[src/sv/audio_ring_playback_rate_tuner_defines.svh]
// Assertion macros for the audio ring playback rate tuner.
`ifndef AUDIO_RING_PLAYBACK_RATE_TUNER_DEFINES_SVH
`define AUDIO_RING_PLAYBACK_RATE_TUNER_DEFINES_SVH

// Consequent must hold in the same cycle as the antecedent.
`define ARPT_ASSERT_NOW(lbl, ante, cons) \
  lbl: assert property (@(posedge clk) disable iff (rst) (ante) |-> (cons)) \
    else $error("arpt same-cycle check failed");

// Consequent must hold in the cycle after the antecedent.
`define ARPT_ASSERT_NEXT(lbl, ante, cons) \
  lbl: assert property (@(posedge clk) disable iff (rst) (ante) |=> (cons)) \
    else $error("arpt next-cycle check failed");

`endif

[src/sv/arpt_pkg.sv]
// Shared types, codes and constants of the audio ring playback rate tuner.
package arpt_pkg;

  localparam int RING_DEPTH_DEF  = 1024;
  localparam int PERIOD_BITS_DEF = 24;

  localparam int OP_W       = 3;
  localparam int SAMPLE_W   = 16;
  localparam int DAC_W      = 17;
  localparam int FILL_W     = 10;
  localparam int PER_OUT_W  = 24;
  localparam int BSIZE_W    = 11;
  localparam int IPER_W     = 24;
  localparam int VOL_W      = 4;
  localparam int SCALE_W    = 3;
  localparam int OUT_SHIFT  = 2;
  localparam int CFG_IDX_W  = 2;
  localparam int CFG_DATA_W = 24;
  localparam int CMDQ_DEPTH = 4;

  localparam logic [OP_W-1:0] OP_PUSH      = 3'd0;
  localparam logic [OP_W-1:0] OP_TICK      = 3'd1;
  localparam logic [OP_W-1:0] OP_PLAY      = 3'd2;
  localparam logic [OP_W-1:0] OP_PLAY_HALF = 3'd3;
  localparam logic [OP_W-1:0] OP_TUNE      = 3'd4;
  localparam logic [OP_W-1:0] OP_STOP      = 3'd5;
  localparam logic [OP_W-1:0] OP_REINIT    = 3'd6;

  localparam logic [CFG_IDX_W-1:0] CFG_BUFFER_SIZE    = 2'd0;
  localparam logic [CFG_IDX_W-1:0] CFG_INITIAL_PERIOD = 2'd1;
  localparam logic [CFG_IDX_W-1:0] CFG_VOLUME         = 2'd2;

  localparam logic [BSIZE_W-1:0] BUFFER_SIZE_RST    = 11'd1024;
  localparam logic [IPER_W-1:0]  INITIAL_PERIOD_RST = 24'd1000;
  localparam logic [VOL_W-1:0]   VOLUME_RST         = 4'd4;
  localparam logic [VOL_W-1:0]   AMP_VOLUME         = 4'd9;

  typedef enum logic [2:0] {
    K_PUSH, K_TICK, K_PLAY, K_PLAY_HALF, K_TUNE, K_STOP, K_REINIT, K_NOP
  } kind_t;

  typedef struct packed {
    kind_t                kind;
    logic [SAMPLE_W-1:0]  sample;
  } cmd_t;

  // first member sits in the highest bits, so the lowest field is listed last
  typedef struct packed {
    logic [PER_OUT_W-1:0] sample_period;
    logic                 is_playing;
    logic [FILL_W-1:0]    fill_level;
    logic                 amp_enable;
    logic                 dac_written;
    logic [DAC_W-1:0]     dac_value;
  } result_t;

  localparam int RES_W = $bits(result_t);
  localparam int TDATA_OUT_W = ((RES_W + 7) / 8) * 8;

  typedef struct packed {
    logic pop;
    logic busy;
  } back_status_t;

endpackage

[src/sv/arpt_front.sv]
// Input stage: accepts stream transactions and classifies the operation code.
module arpt_front (
  input  logic                          clk,
  input  logic                          rst,
  input  logic                          in_valid,
  output logic                          in_ready,
  input  logic [arpt_pkg::OP_W-1:0]     in_op,
  input  logic [arpt_pkg::SAMPLE_W-1:0] in_sample,
  output logic                          q_valid,
  input  logic                          q_ready,
  output arpt_pkg::cmd_t                q_cmd
);

  logic           hold_valid;
  arpt_pkg::cmd_t hold_cmd;
  arpt_pkg::kind_t kind_dec;

  always_comb begin
    unique case (in_op)
      arpt_pkg::OP_PUSH:      kind_dec = arpt_pkg::K_PUSH;
      arpt_pkg::OP_TICK:      kind_dec = arpt_pkg::K_TICK;
      arpt_pkg::OP_PLAY:      kind_dec = arpt_pkg::K_PLAY;
      arpt_pkg::OP_PLAY_HALF: kind_dec = arpt_pkg::K_PLAY_HALF;
      arpt_pkg::OP_TUNE:      kind_dec = arpt_pkg::K_TUNE;
      arpt_pkg::OP_STOP:      kind_dec = arpt_pkg::K_STOP;
      arpt_pkg::OP_REINIT:    kind_dec = arpt_pkg::K_REINIT;
      default:                kind_dec = arpt_pkg::K_NOP;
    endcase
  end

  assign in_ready = !hold_valid || q_ready;
  assign q_valid  = hold_valid;
  assign q_cmd    = hold_cmd;

  always_ff @(posedge clk) begin
    if (rst) begin
      hold_valid <= 1'b0;
    end else if (in_ready) begin
      hold_valid <= in_valid;
    end
    if (in_valid && in_ready) begin
      hold_cmd.kind   <= kind_dec;
      hold_cmd.sample <= in_sample;
    end
  end

endmodule

[config.mk]
export PLATFORM = sky130hd
export DESIGN_NAME = arpt_front
export DESIGN_NICKNAME = d
export VERILOG_FILES = /design/src/sv/audio_ring_playback_rate_tuner_defines.svh /design/src/sv/arpt_pkg.sv /design/src/sv/arpt_front.sv
export SDC_FILE = /design/constraint.sdc
export NUM_CORES = 1
export LEC_CHECK = 0
export ABC_CLOCK_PERIOD_IN_PS = 2000
export BUFFER_PORTS_ARGS = -buffer_cell sky130_fd_sc_hd__buf_2
export CORE_MARGIN = 4
export CORE_UTILIZATION = 41
export DETAILED_ROUTE_END_ITERATION = 12
export PLACE_DENSITY = 0.8
export SLEW_MARGIN = 25
export SYNTH_ARGS = -nofsm -noshare
export SYNTH_HDL_FRONTEND = slang
export SYNTH_SLANG_ARGS = --single-unit
[constraint.sdc]
create_clock -name clk -period 2 [get_ports clk]
set_input_delay 0.1 -clock clk [delete_from_list [all_inputs] [get_ports clk]]
set_output_delay 0.1 -clock clk [all_outputs]
set_load 0.01 [all_outputs]
==> reports/summary.txt <==
Final Instance Area -> 0.00110 mm^2
data required time at the worst endpoint -> 1.98 ns
Remaining Overflow, GRT -> 0
pre-CTS setup slack -> 0.972 ns
CP Cell Sequence -> nand2b_4 > and2_4
vias -> 471
Setup crit end kind -> register
starting utilization of the core area -> 46.1%
height of the chip -> 47.4 um
power density normalized to cell area -> 747 mW/mm^2
placed cell area -> 860 um^2
cell class contributing the biggest share of worst-path delay -> simple AND/OR/NAND/NOR gates
final worst slack -> 0.951 ns
clock network latency to the later pin of the worst-skew pair -> 0.28 ns
Slew Limit Fails -> 0
area used by multi-input combinational logic -> 31.3 um^2
peak clock frequency supported by timing -> 953 MHz
flip-flop and latch count after synthesis -> 20
Max FO, Critical Path -> 19
vias per std cell -> 4.44
post-synth design cell area -> 637 um^2
final hold violation count -> 0
critical path type -> register to register
Die Footprint -> 0.00225 mm^2
Synth cell types -> 7
Total Wirelength -> 1370 um
worst stage delay on the critical path -> 0.36 ns
largest net degree at the start of global routing -> 20
critical path arrival -> 1.03 ns
core region area -> 0.00138 mm^2
setup repair after global routing missed its margin -> no
Layout Area Growth over Synthesis -> 72.1%
PortBufs -> 43
run status -> completed
highest-delay cell along the critical path -> sky130_fd_sc_hd__dfxtp_1
Fill cells -> 78
final worst-path cycle share -> 52.5%
number of rows in the core area -> 13
RePlAce Congestion -> 0.621
via count of the first global-routing pass -> 458
number of setup violations in the final report -> 0
number of optimization iterations in the first detailed-route pass -> 2
worst slew margin relative to its limit -> 83.5%
post-route DRC violation count -> 0
clock slew at the register clock pins of the worst setup and hold paths -> 0.11 ns
leakage power summed over all cells -> 0.484 nW
slew at the pin closest to its max-slew limit -> 0.247 ns
Setup Skew -> 0.00257 ns
clock tree from TritonCTS -> built
Syn Nets -> 50
share of post-route cells with drive strength above 1 -> 54.9%
minimum period implied by the final worst setup slack -> 1.05 ns
worst vdd ir -> 0.520 mV
I/O Pins -> 44
Sequential cell area -> 591 um^2
Routed wire per std cell -> 12.9 um
total CTS buffers -> 3
Yosys warning count -> 0
total power -> 0.000819 W
number of buffers on the longest clock path -> 2
number of nets in the layout -> 115
root buf cell -> sky130_fd_sc_hd__clkbuf_4
type of element launching the critical path -> register
H-tree depth -> 1
number of antenna diodes -> 0
aggregate global-route resource usage -> 13.5%
class of the tightest hold or removal check -> input pin to register
Die Span X -> 47.4 um
sequential area share after synthesis -> 92.7%
Starting DRT DRC Count -> 5
number of antenna violations at the first check in global routing -> 0
final total negative setup slack -> 0 ns
first-pass GRT wire length -> 2010 um
Mean Syn Cell Area -> 23.6 um^2
post-route antenna net violation count -> 0
number of max-capacitance violations reported -> 0
Buffers & Inverters on Critical Path -> 0
Syn Inst Count -> 27
clock sinks -> 20
-- logic make-up after synthesis --
| logic type | after synthesis | synth area share [%] |
|---|---|---|
| flip-flops | 20 | 92.7 |
| buffers and inverters | 4 | 2.36 |
| AO/OA/AOI/OAI | 1 | 1.38 |
| AND/OR/NAND/NOR | 2 | 3.54 |
-- layer usage --
metal  global-route usage [%]  up-vias  wire (um)
li1                         -      228          -
met1                     13.3      210        447
met2                     24.6       31        710
met3                     6.02        2        202
met4                     4.97        0          8
met5                        0        -          0
-- through the flow --
stage | cells | hold WS, ns | util, %
2_1_floorplan | 27 | 0.162 | -
3_3_place_gp | 82 | 0.262 | 62.2
3_5_place_dp | 82 | 0.269 | 62.2
4_1_cts | 106 | 0.0481 | 79.3
5_1_grt | 106 | 0.0447 | 79.3
6_report | 106 | 0.0585 | 79.3
-- timing repair --
item                       4_1_cts  5_1_grt
resized for setup                0        0
hold endpoints to repair        20        0
hold buffers                    20        0
setup endpoints to repair        0        0
buffers inserted                 0        0
-- placed cells by master (no fill, tap or decap) --
| cell | n |
|---|---|
| sky130_fd_sc_hd__clkbuf_8 | 1 |
| sky130_fd_sc_hd__edfxtp_1 | 19 |
| sky130_fd_sc_hd__and2_4 | 1 |
| sky130_fd_sc_hd__clkbuf_4 | 3 |
| sky130_fd_sc_hd__buf_2 | 43 |
| sky130_fd_sc_hd__dlygate4sd3_1 | 20 |
| sky130_fd_sc_hd__nand2b_4 | 1 |
| sky130_fd_sc_hd__dfxtp_1 | 1 |
| sky130_fd_sc_hd__inv_1 | 1 |
| sky130_fd_sc_hd__a21oi_2 | 1 |
-- layout make-up --
| type | instances | share of cell area (%) |
|---|---|---|
| repair buffers | 63 | 37.9 |
| clock buffers | 4 | 3.31 |
| multi-input cells | 3 | 2.85 |
| inverters | 1 | 0.342 |
| well taps | 15 | 1.71 |
| flip-flops and latches | 20 | 53.9 |
-- registers in the layout, summed over array words and instances, names as in the netlist --
| name | flops |
|---|---|
| q_valid | 1 |
| q_cmd | 19 |
-- power by group --
part | switching (W) | internal (W)
clock | 0.000113 | 0.000111
combinational | 0.0000433 | 0.0000600
sequential | 0.00000585 | 0.000487
total | 0.000162 | 0.000657
-- tightest hold or removal path, cell delays in order --
cell and delay [ns]:
sky130_fd_sc_hd__buf_2 0.11, sky130_fd_sc_hd__inv_1 0.06, sky130_fd_sc_hd__a21oi_2 0.05
-- cell usage after synthesis --
master                      n  area, um^2
sky130_fd_sc_hd__nand2b_4   1        13.8
sky130_fd_sc_hd__inv_1      1        3.75
sky130_fd_sc_hd__dfxtp_1    1        20.0
sky130_fd_sc_hd__a21oi_2    1        8.76
sky130_fd_sc_hd__clkbuf_1   3        11.3
sky130_fd_sc_hd__edfxtp_1  19         571
sky130_fd_sc_hd__and2_4     1        8.76
-- final timing paths --
path	start	endpoint	slack, ns	cells past startpoint
max	q_valid	q_cmd[16]	0.95	2
min	in_valid	q_valid	0.06	3
max reg2reg	q_valid	q_cmd[16]	0.95	2
min reg2reg	q_valid	q_valid	0.53	2
Note: power is estimated with default switching activity, not from simulation.
