<file path="src/sv/audio_ring_playback_rate_tuner_defines.svh">
// Assertion macros for the audio ring playback rate tuner.
`ifndef AUDIO_RING_PLAYBACK_RATE_TUNER_DEFINES_SVH
`define AUDIO_RING_PLAYBACK_RATE_TUNER_DEFINES_SVH

// Consequent must hold in the same cycle as the antecedent.
`define ARPT_ASSERT_NOW(lbl, ante, cons) \
  lbl: assert property (@(posedge clk) disable iff (rst) (ante) |-> (cons)) \
    else $error("arpt same-cycle check failed");

// Consequent must hold in the cycle after the antecedent.
`define ARPT_ASSERT_NEXT(lbl, ante, cons) \
  lbl: assert property (@(posedge clk) disable iff (rst) (ante) |=> (cons)) \
    else $error("arpt next-cycle check failed");

`endif

</file>
<file path="src/sv/arpt_pkg.sv">
// Shared types, codes and constants of the audio ring playback rate tuner.
package arpt_pkg;

  localparam int RING_DEPTH_DEF  = 1024;
  localparam int PERIOD_BITS_DEF = 24;

  localparam int OP_W       = 3;
  localparam int SAMPLE_W   = 16;
  localparam int DAC_W      = 17;
  localparam int FILL_W     = 10;
  localparam int PER_OUT_W  = 24;
  localparam int BSIZE_W    = 11;
  localparam int IPER_W     = 24;
  localparam int VOL_W      = 4;
  localparam int SCALE_W    = 3;
  localparam int OUT_SHIFT  = 2;
  localparam int CFG_IDX_W  = 2;
  localparam int CFG_DATA_W = 24;
  localparam int CMDQ_DEPTH = 4;

  localparam logic [OP_W-1:0] OP_PUSH      = 3'd0;
  localparam logic [OP_W-1:0] OP_TICK      = 3'd1;
  localparam logic [OP_W-1:0] OP_PLAY      = 3'd2;
  localparam logic [OP_W-1:0] OP_PLAY_HALF = 3'd3;
  localparam logic [OP_W-1:0] OP_TUNE      = 3'd4;
  localparam logic [OP_W-1:0] OP_STOP      = 3'd5;
  localparam logic [OP_W-1:0] OP_REINIT    = 3'd6;

  localparam logic [CFG_IDX_W-1:0] CFG_BUFFER_SIZE    = 2'd0;
  localparam logic [CFG_IDX_W-1:0] CFG_INITIAL_PERIOD = 2'd1;
  localparam logic [CFG_IDX_W-1:0] CFG_VOLUME         = 2'd2;

  localparam logic [BSIZE_W-1:0] BUFFER_SIZE_RST    = 11'd1024;
  localparam logic [IPER_W-1:0]  INITIAL_PERIOD_RST = 24'd1000;
  localparam logic [VOL_W-1:0]   VOLUME_RST         = 4'd4;
  localparam logic [VOL_W-1:0]   AMP_VOLUME         = 4'd9;

  typedef enum logic [2:0] {
    K_PUSH, K_TICK, K_PLAY, K_PLAY_HALF, K_TUNE, K_STOP, K_REINIT, K_NOP
  } kind_t;

  typedef struct packed {
    kind_t                kind;
    logic [SAMPLE_W-1:0]  sample;
  } cmd_t;

  // first member sits in the highest bits, so the lowest field is listed last
  typedef struct packed {
    logic [PER_OUT_W-1:0] sample_period;
    logic                 is_playing;
    logic [FILL_W-1:0]    fill_level;
    logic                 amp_enable;
    logic                 dac_written;
    logic [DAC_W-1:0]     dac_value;
  } result_t;

  localparam int RES_W = $bits(result_t);
  localparam int TDATA_OUT_W = ((RES_W + 7) / 8) * 8;

  typedef struct packed {
    logic pop;
    logic busy;
  } back_status_t;

endpackage

</file>
<file path="src/sv/arpt_cmd_queue.sv">
// Short command queue between the input stage and the execution stage.
module arpt_cmd_queue (
  input  logic           clk,
  input  logic           rst,
  input  logic           wr_valid,
  output logic           wr_ready,
  input  arpt_pkg::cmd_t wr_cmd,
  output logic           rd_valid,
  input  logic           rd_ready,
  output arpt_pkg::cmd_t rd_cmd
);

  localparam int PTR_W = $clog2(arpt_pkg::CMDQ_DEPTH);
  localparam int CNT_W = $clog2(arpt_pkg::CMDQ_DEPTH + 1);

  arpt_pkg::cmd_t   entries [arpt_pkg::CMDQ_DEPTH];
  logic [PTR_W-1:0] wr_ptr;
  logic [PTR_W-1:0] rd_ptr;
  logic [CNT_W-1:0] count;
  logic             do_wr;
  logic             do_rd;

  assign wr_ready = count != CNT_W'(arpt_pkg::CMDQ_DEPTH);
  assign rd_valid = count != '0;
  assign rd_cmd   = entries[rd_ptr];
  assign do_wr    = wr_valid && wr_ready;
  assign do_rd    = rd_valid && rd_ready;

  always_ff @(posedge clk) begin
    if (rst) begin
      wr_ptr <= '0;
      rd_ptr <= '0;
      count  <= '0;
    end else begin
      if (do_wr) begin
        wr_ptr <= (wr_ptr == PTR_W'(arpt_pkg::CMDQ_DEPTH - 1)) ? '0 : wr_ptr + 1'b1;
      end
      if (do_rd) begin
        rd_ptr <= (rd_ptr == PTR_W'(arpt_pkg::CMDQ_DEPTH - 1)) ? '0 : rd_ptr + 1'b1;
      end
      if (do_wr && !do_rd) begin
        count <= count + 1'b1;
      end else if (do_rd && !do_wr) begin
        count <= count - 1'b1;
      end
    end
    if (do_wr) begin
      entries[wr_ptr] <= wr_cmd;
    end
  end

endmodule

</file>
<file path="config.mk">
export PLATFORM = sky130hd
export DESIGN_NAME = arpt_cmd_queue
export DESIGN_NICKNAME = d
export VERILOG_FILES = /design/src/sv/audio_ring_playback_rate_tuner_defines.svh /design/src/sv/arpt_pkg.sv /design/src/sv/arpt_cmd_queue.sv
export SDC_FILE = /design/constraint.sdc
export NUM_CORES = 1
export LEC_CHECK = 0
export ABC_AREA = 0
export BUFFER_PORTS_ARGS = -buffer_cell sky130_fd_sc_hd__buf_2
export CORE_UTILIZATION = 55
export DETAILED_ROUTE_END_ITERATION = 7
export GPL_TIMING_DRIVEN = 0
export PLACE_DENSITY_LB_ADDON = 0.1
export SLEW_MARGIN = 20
export SYNTH_ARGS = -nofsm -noshare
export SYNTH_HDL_FRONTEND = slang
export SYNTH_SLANG_ARGS = --single-unit
</file>
<file path="constraint.sdc">
create_clock -name clk -period 5.15 [get_ports clk]
set_input_delay 0.7725 -clock clk [delete_from_list [all_inputs] [get_ports clk]]
set_output_delay 0.7725 -clock clk [all_outputs]
set_load 0.01 [all_outputs]
</file>
==> key figures, run 1 <==
Floorplan
  – Die footprint: 6161 sq um
  – Die width: 78.49 um
  – Row count: 27
  – Core Area: 5574 sq um
  – Starting density of the core: 0.5773
  – I/O Pins: 44
  – Die Y: 78.49 um

Route
  – Wire per inst: 17.87 um
  – Vias per cell: 5.570
  – DR pass1 iterations: 4
  – Detailed Route WL: 4949 um
  – Initial DRC Count: 105
  – Routed via count: 1543
  – Antenna viol nets, final: 0
  – Drc violations: 0

Global routing
  – Initial antenna violation count: 0
  – Overall routing resource usage: 0.1864
  – GRT overflow: 0
  – Vias in the first global route: 1615
  – First-pass GRT wire length: 7990 um
  – Largest net degree at the start of global routing: 20

Synthesis
  – Post-synth top area share: 0.7092
  – Synth warn: 0
  – Mean post-synth cell area: 21.89 sq um
  – Post-synth top cells: edfxtp_1 (76), mux4_2 (19), dfxtp_1 (9)
  – Synth Instances: 147
  – FFs w/ async S/R, synth: 0
  – Largest cells by area after synthesis: edfxtp_1 (71%), mux4_2 (13%), dfxtp_1 (5.6%)
  – Post-synth EDFFs: 76
  – Seq cells post-synth: 85
  – Most common flop cell mapped by yosys: edfxtp_1
  – Count of cell types in the netlist: 26
  – Cell area after synthesis: 3218 sq um
  – Post-synthesis sequential area ratio: 0.7652
  – Most numerous cell in the Yosys netlist: edfxtp_1
  – Synth area leader: edfxtp_1
  – Net count after synthesis: 177

STA
  – Max Clk Rate: 361.4 MHz
  – RSZ-0062 raised after global routing: false
  – Worst Tran Pin Value: 0.5901 ns
  – Setup_tns: 0 ns
  – Fin crit share: 0.5373
  – Final Hold Viols: 0
  – Max-slew headroom: 0.6066
  – Pins over their slew limit: 0
  – Setup Viol. Count Final: 0
  – Layout Skew: 0.007089 ns
  – Final min period: 2.767 ns

CTS
  – Root Driver: clkbuf_8
  – Buffers inserted during post-CTS setup optimization: 0
  – Clock sinks: 85
  – H-tree levels: 3
  – CTS Hold Bufs: 0
  – CTS tree: done
  – Reg clk slew, reported paths: 0.07 ns
  – Clock Latency Late Sink: 0.34 ns
  – TritonCTS Buffers: 9
  – Post-CTS sizing: 0
  – Clk buf depth: 2

Setup path
  – Crit-path max FO: 10
  – CP top delay family: buffers and inverters
  – Critical path class: register to primary output
  – Crit path DAT: 1.99 ns
  – Max stage delay on crit path: 0.46 ns
  – Cell mode on critical path: buf_2
  – Crit-path slowest cell: clkbuf_1
  – Startpoint Class: register
  – Data required time of the worst path: 4.38 ns
  – CP Capture Type: primary output
  – Crit path buf inv count: 3
  – Crit-path cells: clkbuf_1 -> buf_2 -> mux4_2 -> buf_2

Power
  – Seq pwr share: 0.507
  – P_int: 1.260 mW
  – Power Total: 1.721 mW
  – Psw: 0.4607 mW
  – Sw frac: 0.2677
  – Leakage power: 1.298 nW
  – Total power divided by cell area: 465.1 nW/um^2
  – Clock power frac: 0.253
  – Worst vdd ir: 325.9 uV
  – Comb pwr share: 0.240

Layout
  – Multi-input logic area: 711.9 sq um
  – N_diodes: 0
  – Syn-to-layout area delta: 14.97%
  – Finished Layout Cells: 277
  – Fraction of layout cells with a size suffix above 1: 0.4146
  – Final core occ: 0.6637
  – Fin nets: 230
  – Fill count: 399
  – Storage cell area: 2462 sq um

Worst hold path
  – Worst Hold Class: register to register

Place
  – PortBufs: 42
  – Detail Placement HPWL: 3219 um
  – Placed Cells incl. Taps: 261
  – GP Congestion: 0.6379

Flow run
  – Max cap viols: 0

Status
  – Outcome: finished clean
==> cells in the final DEF (no fill, tap or decap), drive strengths merged, types with 4 or more instances in the layout <==
| cell type | synthesis | final |
|---|---|---|
| dfxtp | 9 | 9 |
| clkbuf | 3 | 13 |
| edfxtp | 76 | 76 |
| ha | 6 | 6 |
| buf | 3 | 45 |
| and3 | 4 | 4 |
| mux4 | 19 | 19 |
| clkinv | 0 | 4 |
==> path summary, 6_finish.rpt <==
path	startpoint	to	slack, ns	cells past startpoint
worst max-delay path	register	rd_cmd[17]	2.38	4
worst min-delay path	wr_ptr[1]$_SDFFE_PP0P_	wr_ptr[1]$_SDFFE_PP0P_	0.52	2
worst max register to register	count[0]$_SDFFE_PP0P_	count[2]$_SDFFE_PP0P_	2.81	7
worst min register to register	wr_ptr[1]$_SDFFE_PP0P_	wr_ptr[1]$_SDFFE_PP0P_	0.52	2
==> cell families after synthesis <==
| group | Yosys count | share of synthesized area |
|---|---|---|
| and+or+nand+nor | 17 | 0.03304 |
| adders and majority gates | 7 | 0.02955 |
| AOI/OAI and AO/OA | 5 | 0.01089 |
| DFF | 85 | 0.7652 |
| xor gates and xnor gates | 2 | 0.005444 |
| muxes | 22 | 0.1423 |
| buffers and inverters | 9 | 0.01360 |
==> registers in the layout, summed over array words and instances (netlist names), named ones only <==
signal   flops
entries     76
count        3
rd_ptr       2
wr_ptr       2
==> through the flow <==
step                cell area, sq um  setup WS (ns)  hold WS (ns)
global route                    3700          2.242        0.5677
detailed placement              3518          2.635        0.5159
CTS                             3700          2.350        0.5278
floorplan                       3218          2.854        0.4634
global placement                3518          2.697        0.4806
finish                          3700          2.383        0.5196
==> tightest hold or removal path: stages (launching register included) <==
cell and delay (ns):
dfxtp_1 0.34, nand2b_1 0.07, mux2i_1 0.06
==> metal layers <==
layer  global-route usage  vias up  wire, um
li1                     -      707         -
met1               0.2306      785      2021
met2               0.3044       42      2565
met3              0.04419        9       262
met4               0.1037        0        99
met5                    0        -         0
==> power by group through the flow <==
| stage | clock, mW | sequential [mW] | combinational (mW) |
|---|---|---|---|
| 5_1_grt | 0.465 | 0.883 | 0.456 |
| 4_1_cts | 0.443 | 0.874 | 0.422 |
| 3_5_place_dp | 0 | 0.890 | 0.420 |
| 3_3_place_gp | 0 | 0.881 | 0.405 |
| 6_report | 0.435 | 0.873 | 0.413 |
| 2_1_floorplan | 0 | 0.878 | 0.292 |
==> layout make-up <==
class / instances / share of cell area
well taps: 72 / 0.02435
inverters: 3 / 0.003044
clock inverters: 6 / 0.01454
repair buffers: 42 / 0.05681
flip-flops and latches: 85 / 0.6655
plain buffers: 6 / 0.008793
clock buffers: 10 / 0.03449
multi-input cells: 53 / 0.1924
Power figures use the tool's default switching activity.
==> run 2: changes to the inputs <==
Settings changed: ABC_AREA 0 to 1.
Clock period 5.15 ns to 2.7 ns, I/O delays scaled along.
==> run 2 against run 1 <==
  * Non-clock buffer count rose by 10
  * Total power rose by 120%
  * Sequential power is 92% higher
  * Core utilization down 0.25 points
  * Largest power group unchanged
==> key figures, run 2 <==
Place
  – Detail Placement HPWL: 3774 um
  – GP Congestion: 0.7627
  – Dpl cell area: 3732 sq um
  – PortBufs: 43

Layout
  – Fill count: 440
  – Most frequent cells in the layout: edfxtp_1 (76), nor2_1 (47), buf_2 (44)
  – Fin nets: 341
  – Syn-to-layout area delta: 16.49%
  – Max reg flops: 76
  – Multi-input logic area: 748.2 sq um
  – Largest reg by FF count: entries
  – N_diodes: 0
  – Final Cell Area: 3915 sq um
  – Commonest non-fill, non-tap cell in the layout: edfxtp_1
  – Fraction of layout cells with a size suffix above 1: 0.2658
  – Biggest regs: entries: 76 flops, count: 3 flops
  – Storage cell area: 2462 sq um

CTS
  – Clock sinks: 85
  – CTS Hold Bufs: 0
  – Root Driver: clkbuf_8
  – CTS tree: done
  – Clk buf depth: 2
  – Reg clk slew, reported paths: 0.08 ns
  – Post-CTS sizing: 0
  – H-tree levels: 3
  – TritonCTS Buffers: 9
  – Clock Latency Late Sink: 0.34 ns
  – Buffers inserted during post-CTS setup optimization: 0

Worst hold path
  – Worst Hold Class: primary input to register
  – Hold depth: 2

Power
  – Leakage power: 1.465 nW
  – Worst vdd ir: 546.1 uV
  – Total power divided by cell area: 947.6 nW/um^2

Setup path
  – Crit-path max FO: 10
  – CP Capture Type: primary output
  – Startpoint Class: register
  – Crit-path slowest cell: clkbuf_1
  – Data required time of the worst path: 2.30 ns
  – Reg2Reg Depth: 9
  – Crit-path cells: inv_2 -> clkbuf_1 -> o21ai_0 -> o22ai_1 -> buf_2
  – Critical path class: register to primary output
  – Crit path DAT: 1.63 ns
  – Max stage delay on crit path: 0.39 ns

STA
  – Pins over their slew limit: 0
  – Final Hold Viols: 0
  – RSZ-0062 raised after global routing: false
  – Setup Viol. Count Final: 0
  – Max Clk Rate: 491.6 MHz
  – Max-slew headroom: 0.5641
  – Setup_tns: 0 ns
  – Layout Skew: 0.006113 ns
  – Worst hold slack: 0.2208 ns
  – Worst Tran Pin Value: 0.6531 ns
  – Fin crit share: 0.7534
  – Final min period: 2.034 ns

Synthesis
  – Post-synth top area share: 0.6791
  – Synth warn: 0
  – Most common flop cell mapped by yosys: edfxtp_1
  – Post-synthesis sequential area ratio: 0.7327
  – Seq cells post-synth: 85
  – Mean post-synth cell area: 13.28 sq um
  – Net count after synthesis: 283
  – Post-synth top cells: edfxtp_1 (76), nor2_1 (51), o21ai_0 (37)
  – FFs w/ async S/R, synth: 0
  – Most numerous cell in the Yosys netlist: edfxtp_1
  – Count of cell types in the netlist: 24
  – Post-synth EDFFs: 76
  – Synth area leader: edfxtp_1
  – Cell area after synthesis: 3361 sq um
  – Largest cells by area after synthesis: edfxtp_1 (68%), nor2_1 (5.7%), o21ai_0 (5.5%)
  – Synth Instances: 253

Global routing
  – GRT overflow: 0
  – Overall routing resource usage: 0.2050
  – Initial antenna violation count: 0
  – Vias in the first global route: 1968
  – First-pass GRT wire length: 9252 um
  – Largest net degree at the start of global routing: 14

Flow run
  – Max cap viols: 0

Floorplan
  – Die footprint: 6427 sq um
  – Die Y: 80.17 um
  – Row count: 28
  – I/O Pins: 44
  – Die width: 80.17 um
  – Core Area: 5921 sq um
  – Starting density of the core: 0.5676

Route
  – Vias per cell: 5.325
  – Wire per inst: 15.40 um
  – Drc violations: 0
  – Antenna viol nets, final: 0
  – Detailed Route WL: 6020 um
  – DR pass1 iterations: 4
  – Initial DRC Count: 152
  – Routed via count: 2082

Status
  – Outcome: finished clean
run 2: cell types whose count changed after synthesis, moves of 4 or more:
cell	before	now
o21ai_0	1	37
inv_1	3	14
buf_6	0	5
nand2_1	1	11
mux4_2	19	0
and3_2	4	0
o22ai_1	0	19
nor2_2	0	4
nor2_1	3	51
run 2: kinds of logic after synthesis:
group,count (synthesis),share of synthesized area
flops,85,0.7327
simple gates,73,0.09009
compound gates,60,0.09866
buf+inv,27,0.04765
fa+ha+maj,7,0.02829
xor+xnor,1,0.002607
run 2: where the power goes:
part | internal [mW] | switching, mW
logic | 0.464 | 0.735
registers | 1.61 | 0.0651
clock network | 0.422 | 0.412
total | 2.50 | 1.21
run 2: final timing paths:
| path | endpoint | from | slack, ns |
|---|---|---|---|
| worst max-delay path | rd_cmd[16] | register | 0.67 |
| worst min-delay path | count[0]$_SDFFE_PP0P_ | rst | 0.22 |
| worst max register to register | count[1]$_SDFFE_PP0P_ | count[1]$_SDFFE_PP0P_ | 0.84 |
| worst min register to register | count[1]$_SDFFE_PP0P_ | count[1]$_SDFFE_PP0P_ | 0.54 |
run 2: worst max-delay path, delay by kind of cell, from the launching register on:
family | cells | cell delay [ns]
AO/OA/AOI/OAI | 2 | 0.33
flip-flops | 1 | 0.34
buffers and inverters | 3 | 0.62
run 2: cell type report:
type | instances | area share
flip-flops and latches | 85 | 0.6290
plain buffers | 11 | 0.02557
repair buffers | 47 | 0.06839
clock inverters | 5 | 0.01310
inverters | 16 | 0.01534
well taps | 75 | 0.02397
multi-input cells | 141 | 0.1911
clock buffers | 11 | 0.03356
run 2: layer usage:
| layer | track usage | part of all wire | vias to the layer above |
|---|---|---|---|
| met3 | 0.05455 | 0.048 | 10 |
| met4 | 0.08750 | 0.013 | 0 |
| li1 | - | - | 1023 |
| met2 | 0.3299 | 0.49 | 62 |
| met1 | 0.2630 | 0.45 | 987 |
| met5 | 0 | 0 | - |
run 2: metrics by stage:
| stage | instances | utilization | total power [mW] | setup slack, ns |
|---|---|---|---|---|
| 2_1_floorplan | 253 | - | 2.466 | 0.8161 |
| 3_3_place_gp | 371 | 0.6198 | 2.867 | 0.1607 |
| 3_5_place_dp | 375 | 0.6304 | 2.902 | 0.8329 |
| 4_1_cts | 391 | 0.6612 | 3.723 | 0.6799 |
| 5_1_grt | 391 | 0.6612 | 3.928 | 0.5901 |
| 6_report | 391 | 0.6612 | 3.710 | 0.6659 |
==> run 3: changes to the inputs <==
Clock period 2.7 ns to 2 ns, I/O delays scaled along.
==> run 3 against run 2 <==
  * Routed wire length decreased by 0.32%
  * Cell count unchanged
  * First-iteration DRC count shrank 7.2%
  * Global-route usage unchanged
  * Via count down 0.53%
  * Core utilization up 0.13 points
  * Register-to-register slack got worse by 0.68 ns
  * Largest cell class unchanged
==> key figures, run 3 (synthesized netlist as in run 2, its figures left out) <==
Global routing
  – First-pass GRT wire length: 9252 um
  – Initial antenna violation count: 0
  – Largest net degree at the start of global routing: 14
  – Overall routing resource usage: 0.2050
  – Vias in the first global route: 1968
  – GRT overflow: 0

CTS
  – Root Driver: clkbuf_8
  – CTS tree: done
  – Clk buf depth: 2
  – Clock sinks: 85
  – Post-CTS sizing: 0
  – Clock Latency Late Sink: 0.34 ns
  – CTS Hold Bufs: 0
  – Buffers inserted during post-CTS setup optimization: 0
  – Reg clk slew, reported paths: 0.08 ns
  – TritonCTS Buffers: 9
  – H-tree levels: 3

Route
  – Met2 routed WL: 2962 um
  – Routed via count: 2071
  – Routed length on met1: 2624 um
  – Uppermost layer routed: met4
  – Initial DRC Count: 141
  – Detailed Route WL: 6001 um
  – Vias per cell: 5.297
  – DR pass1 iterations: 4
  – Antenna viol nets, final: 0
  – Wire length on met3: 341 um
  – Drc violations: 0
  – Wire per inst: 15.35 um

Worst hold path
  – Hold endpoint: count[0]$_SDFFE_PP0P_
  – HP Start: rst
  – Hold depth: 2
  – Worst Hold Class: primary input to register

Place
  – Placed Cells incl. Taps: 375
  – Detail Placement HPWL: 3774 um
  – Dpl cell area: 3732 sq um
  – Dpl ws: 0.1329 ns
  – GP Congestion: 0.7627
  – PortBufs: 43

Layout
  – Fill count: 437
  – Final Cell Area: 3923 sq um
  – Fraction of layout cells with a size suffix above 1: 0.2722
  – Commonest non-fill, non-tap cell in the layout: edfxtp_1
  – Largest reg by FF count: entries
  – N_diodes: 0
  – Fin nets: 341
  – Max reg flops: 76
  – Most frequent cells in the layout: edfxtp_1 (76), nor2_1 (47), buf_2 (44)
  – Biggest regs: entries: 76 flops, count: 3 flops
  – Syn-to-layout area delta: 16.72%
  – Finished Layout Cells: 391
  – Final core occ: 0.6625

Setup path
  – Reg2reg start: count[1]$_SDFFE_PP0P_
  – Crit-path max FO: 10
  – Startpoint Class: register
  – Critical path class: register to primary output
  – Crit path DAT: 1.58 ns
  – Data required time of the worst path: 1.70 ns
  – R2r endpoint: count[1]$_SDFFE_PP0P_
  – CP Capture Type: primary output
  – Reg-to-reg slack, setup: 0.16 ns
  – Reg2Reg Depth: 9

Floorplan
  – Row count: 28
  – Core Area: 5921 sq um
  – Starting density of the core: 0.5676
  – Die width: 80.17 um
  – Die footprint: 6427 sq um
  – I/O Pins: 44
  – Die Y: 80.17 um

Power
  – Power Total: 5.014 mW
  – Worst vdd ir: 738.4 uV
  – Total power divided by cell area: 1278 nW/um^2
  – Leakage power: 1.470 nW

STA
  – Layout Skew: 0.006256 ns
  – Setup_tns: 0 ns
  – Final WS setup: 0.1190 ns
  – Worst Tran Pin Value: 0.6579 ns
  – Fin crit share: 0.9405
  – Worst hold slack: 0.1097 ns
  – Final Hold Viols: 0
  – Max-slew headroom: 0.5609
  – Pins over their slew limit: 0
  – Setup Viol. Count Final: 0
  – Max Clk Rate: 531.6 MHz
  – RSZ-0062 raised after global routing: false
  – Final min period: 1.881 ns

Flow run
  – Max cap viols: 0

Status
  – Outcome: finished clean
[run 3: worst max path at each step]
| stage | slack (ns) | depth (start not counted) | to |
|---|---|---|---|
| finish | 0.12 | 5 | rd_cmd[16] |
| global route | 0.05 | 5 | rd_cmd[6] |
| CTS | 0.08 | 5 | rd_cmd[16] |
| detailed placement | 0.13 | 9 | count[1]$_SDFFE_PP0P_ |
| global placement | -0.54 | 4 | entries[3][14]$_DFFE_PP_ |
| floorplan | 0.12 | 4 | entries[0][0]$_DFFE_PP_ |
[run 3: cell type report]
type                    count  area (sq um)  area share
clock buffers              11         131.4     0.03349
multi-input cells         141         753.2      0.1920
clock inverters             5         51.30     0.01308
inverters                  16         60.06     0.01531
repair buffers             47         267.8     0.06826
plain buffers              11         101.3     0.02584
well taps                  75         93.84     0.02392
flip-flops and latches     85          2464      0.6281
[run 3: layer usage]
layer / vias up / global-route usage
met5: - / 0
met4: 0 / 0.08750
met3: 8 / 0.05455
met2: 60 / 0.3299
met1: 979 / 0.2630
li1: 1024 / -
[run 3: critical path: stages, from the launching register on]
cell and delay [ns]:
dfxtp_1 0.33, inv_2 0.16, buf_2 0.28, o21ai_0 0.13, o22ai_1 0.17, buf_2 0.17
[run 3: report_power, final]
part           leakage, nW  internal (mW)  switching (mW)
Sequential           0.771           2.18          0.0876
Clock               0.0924          0.570           0.552
Combinational        0.607          0.630           0.998
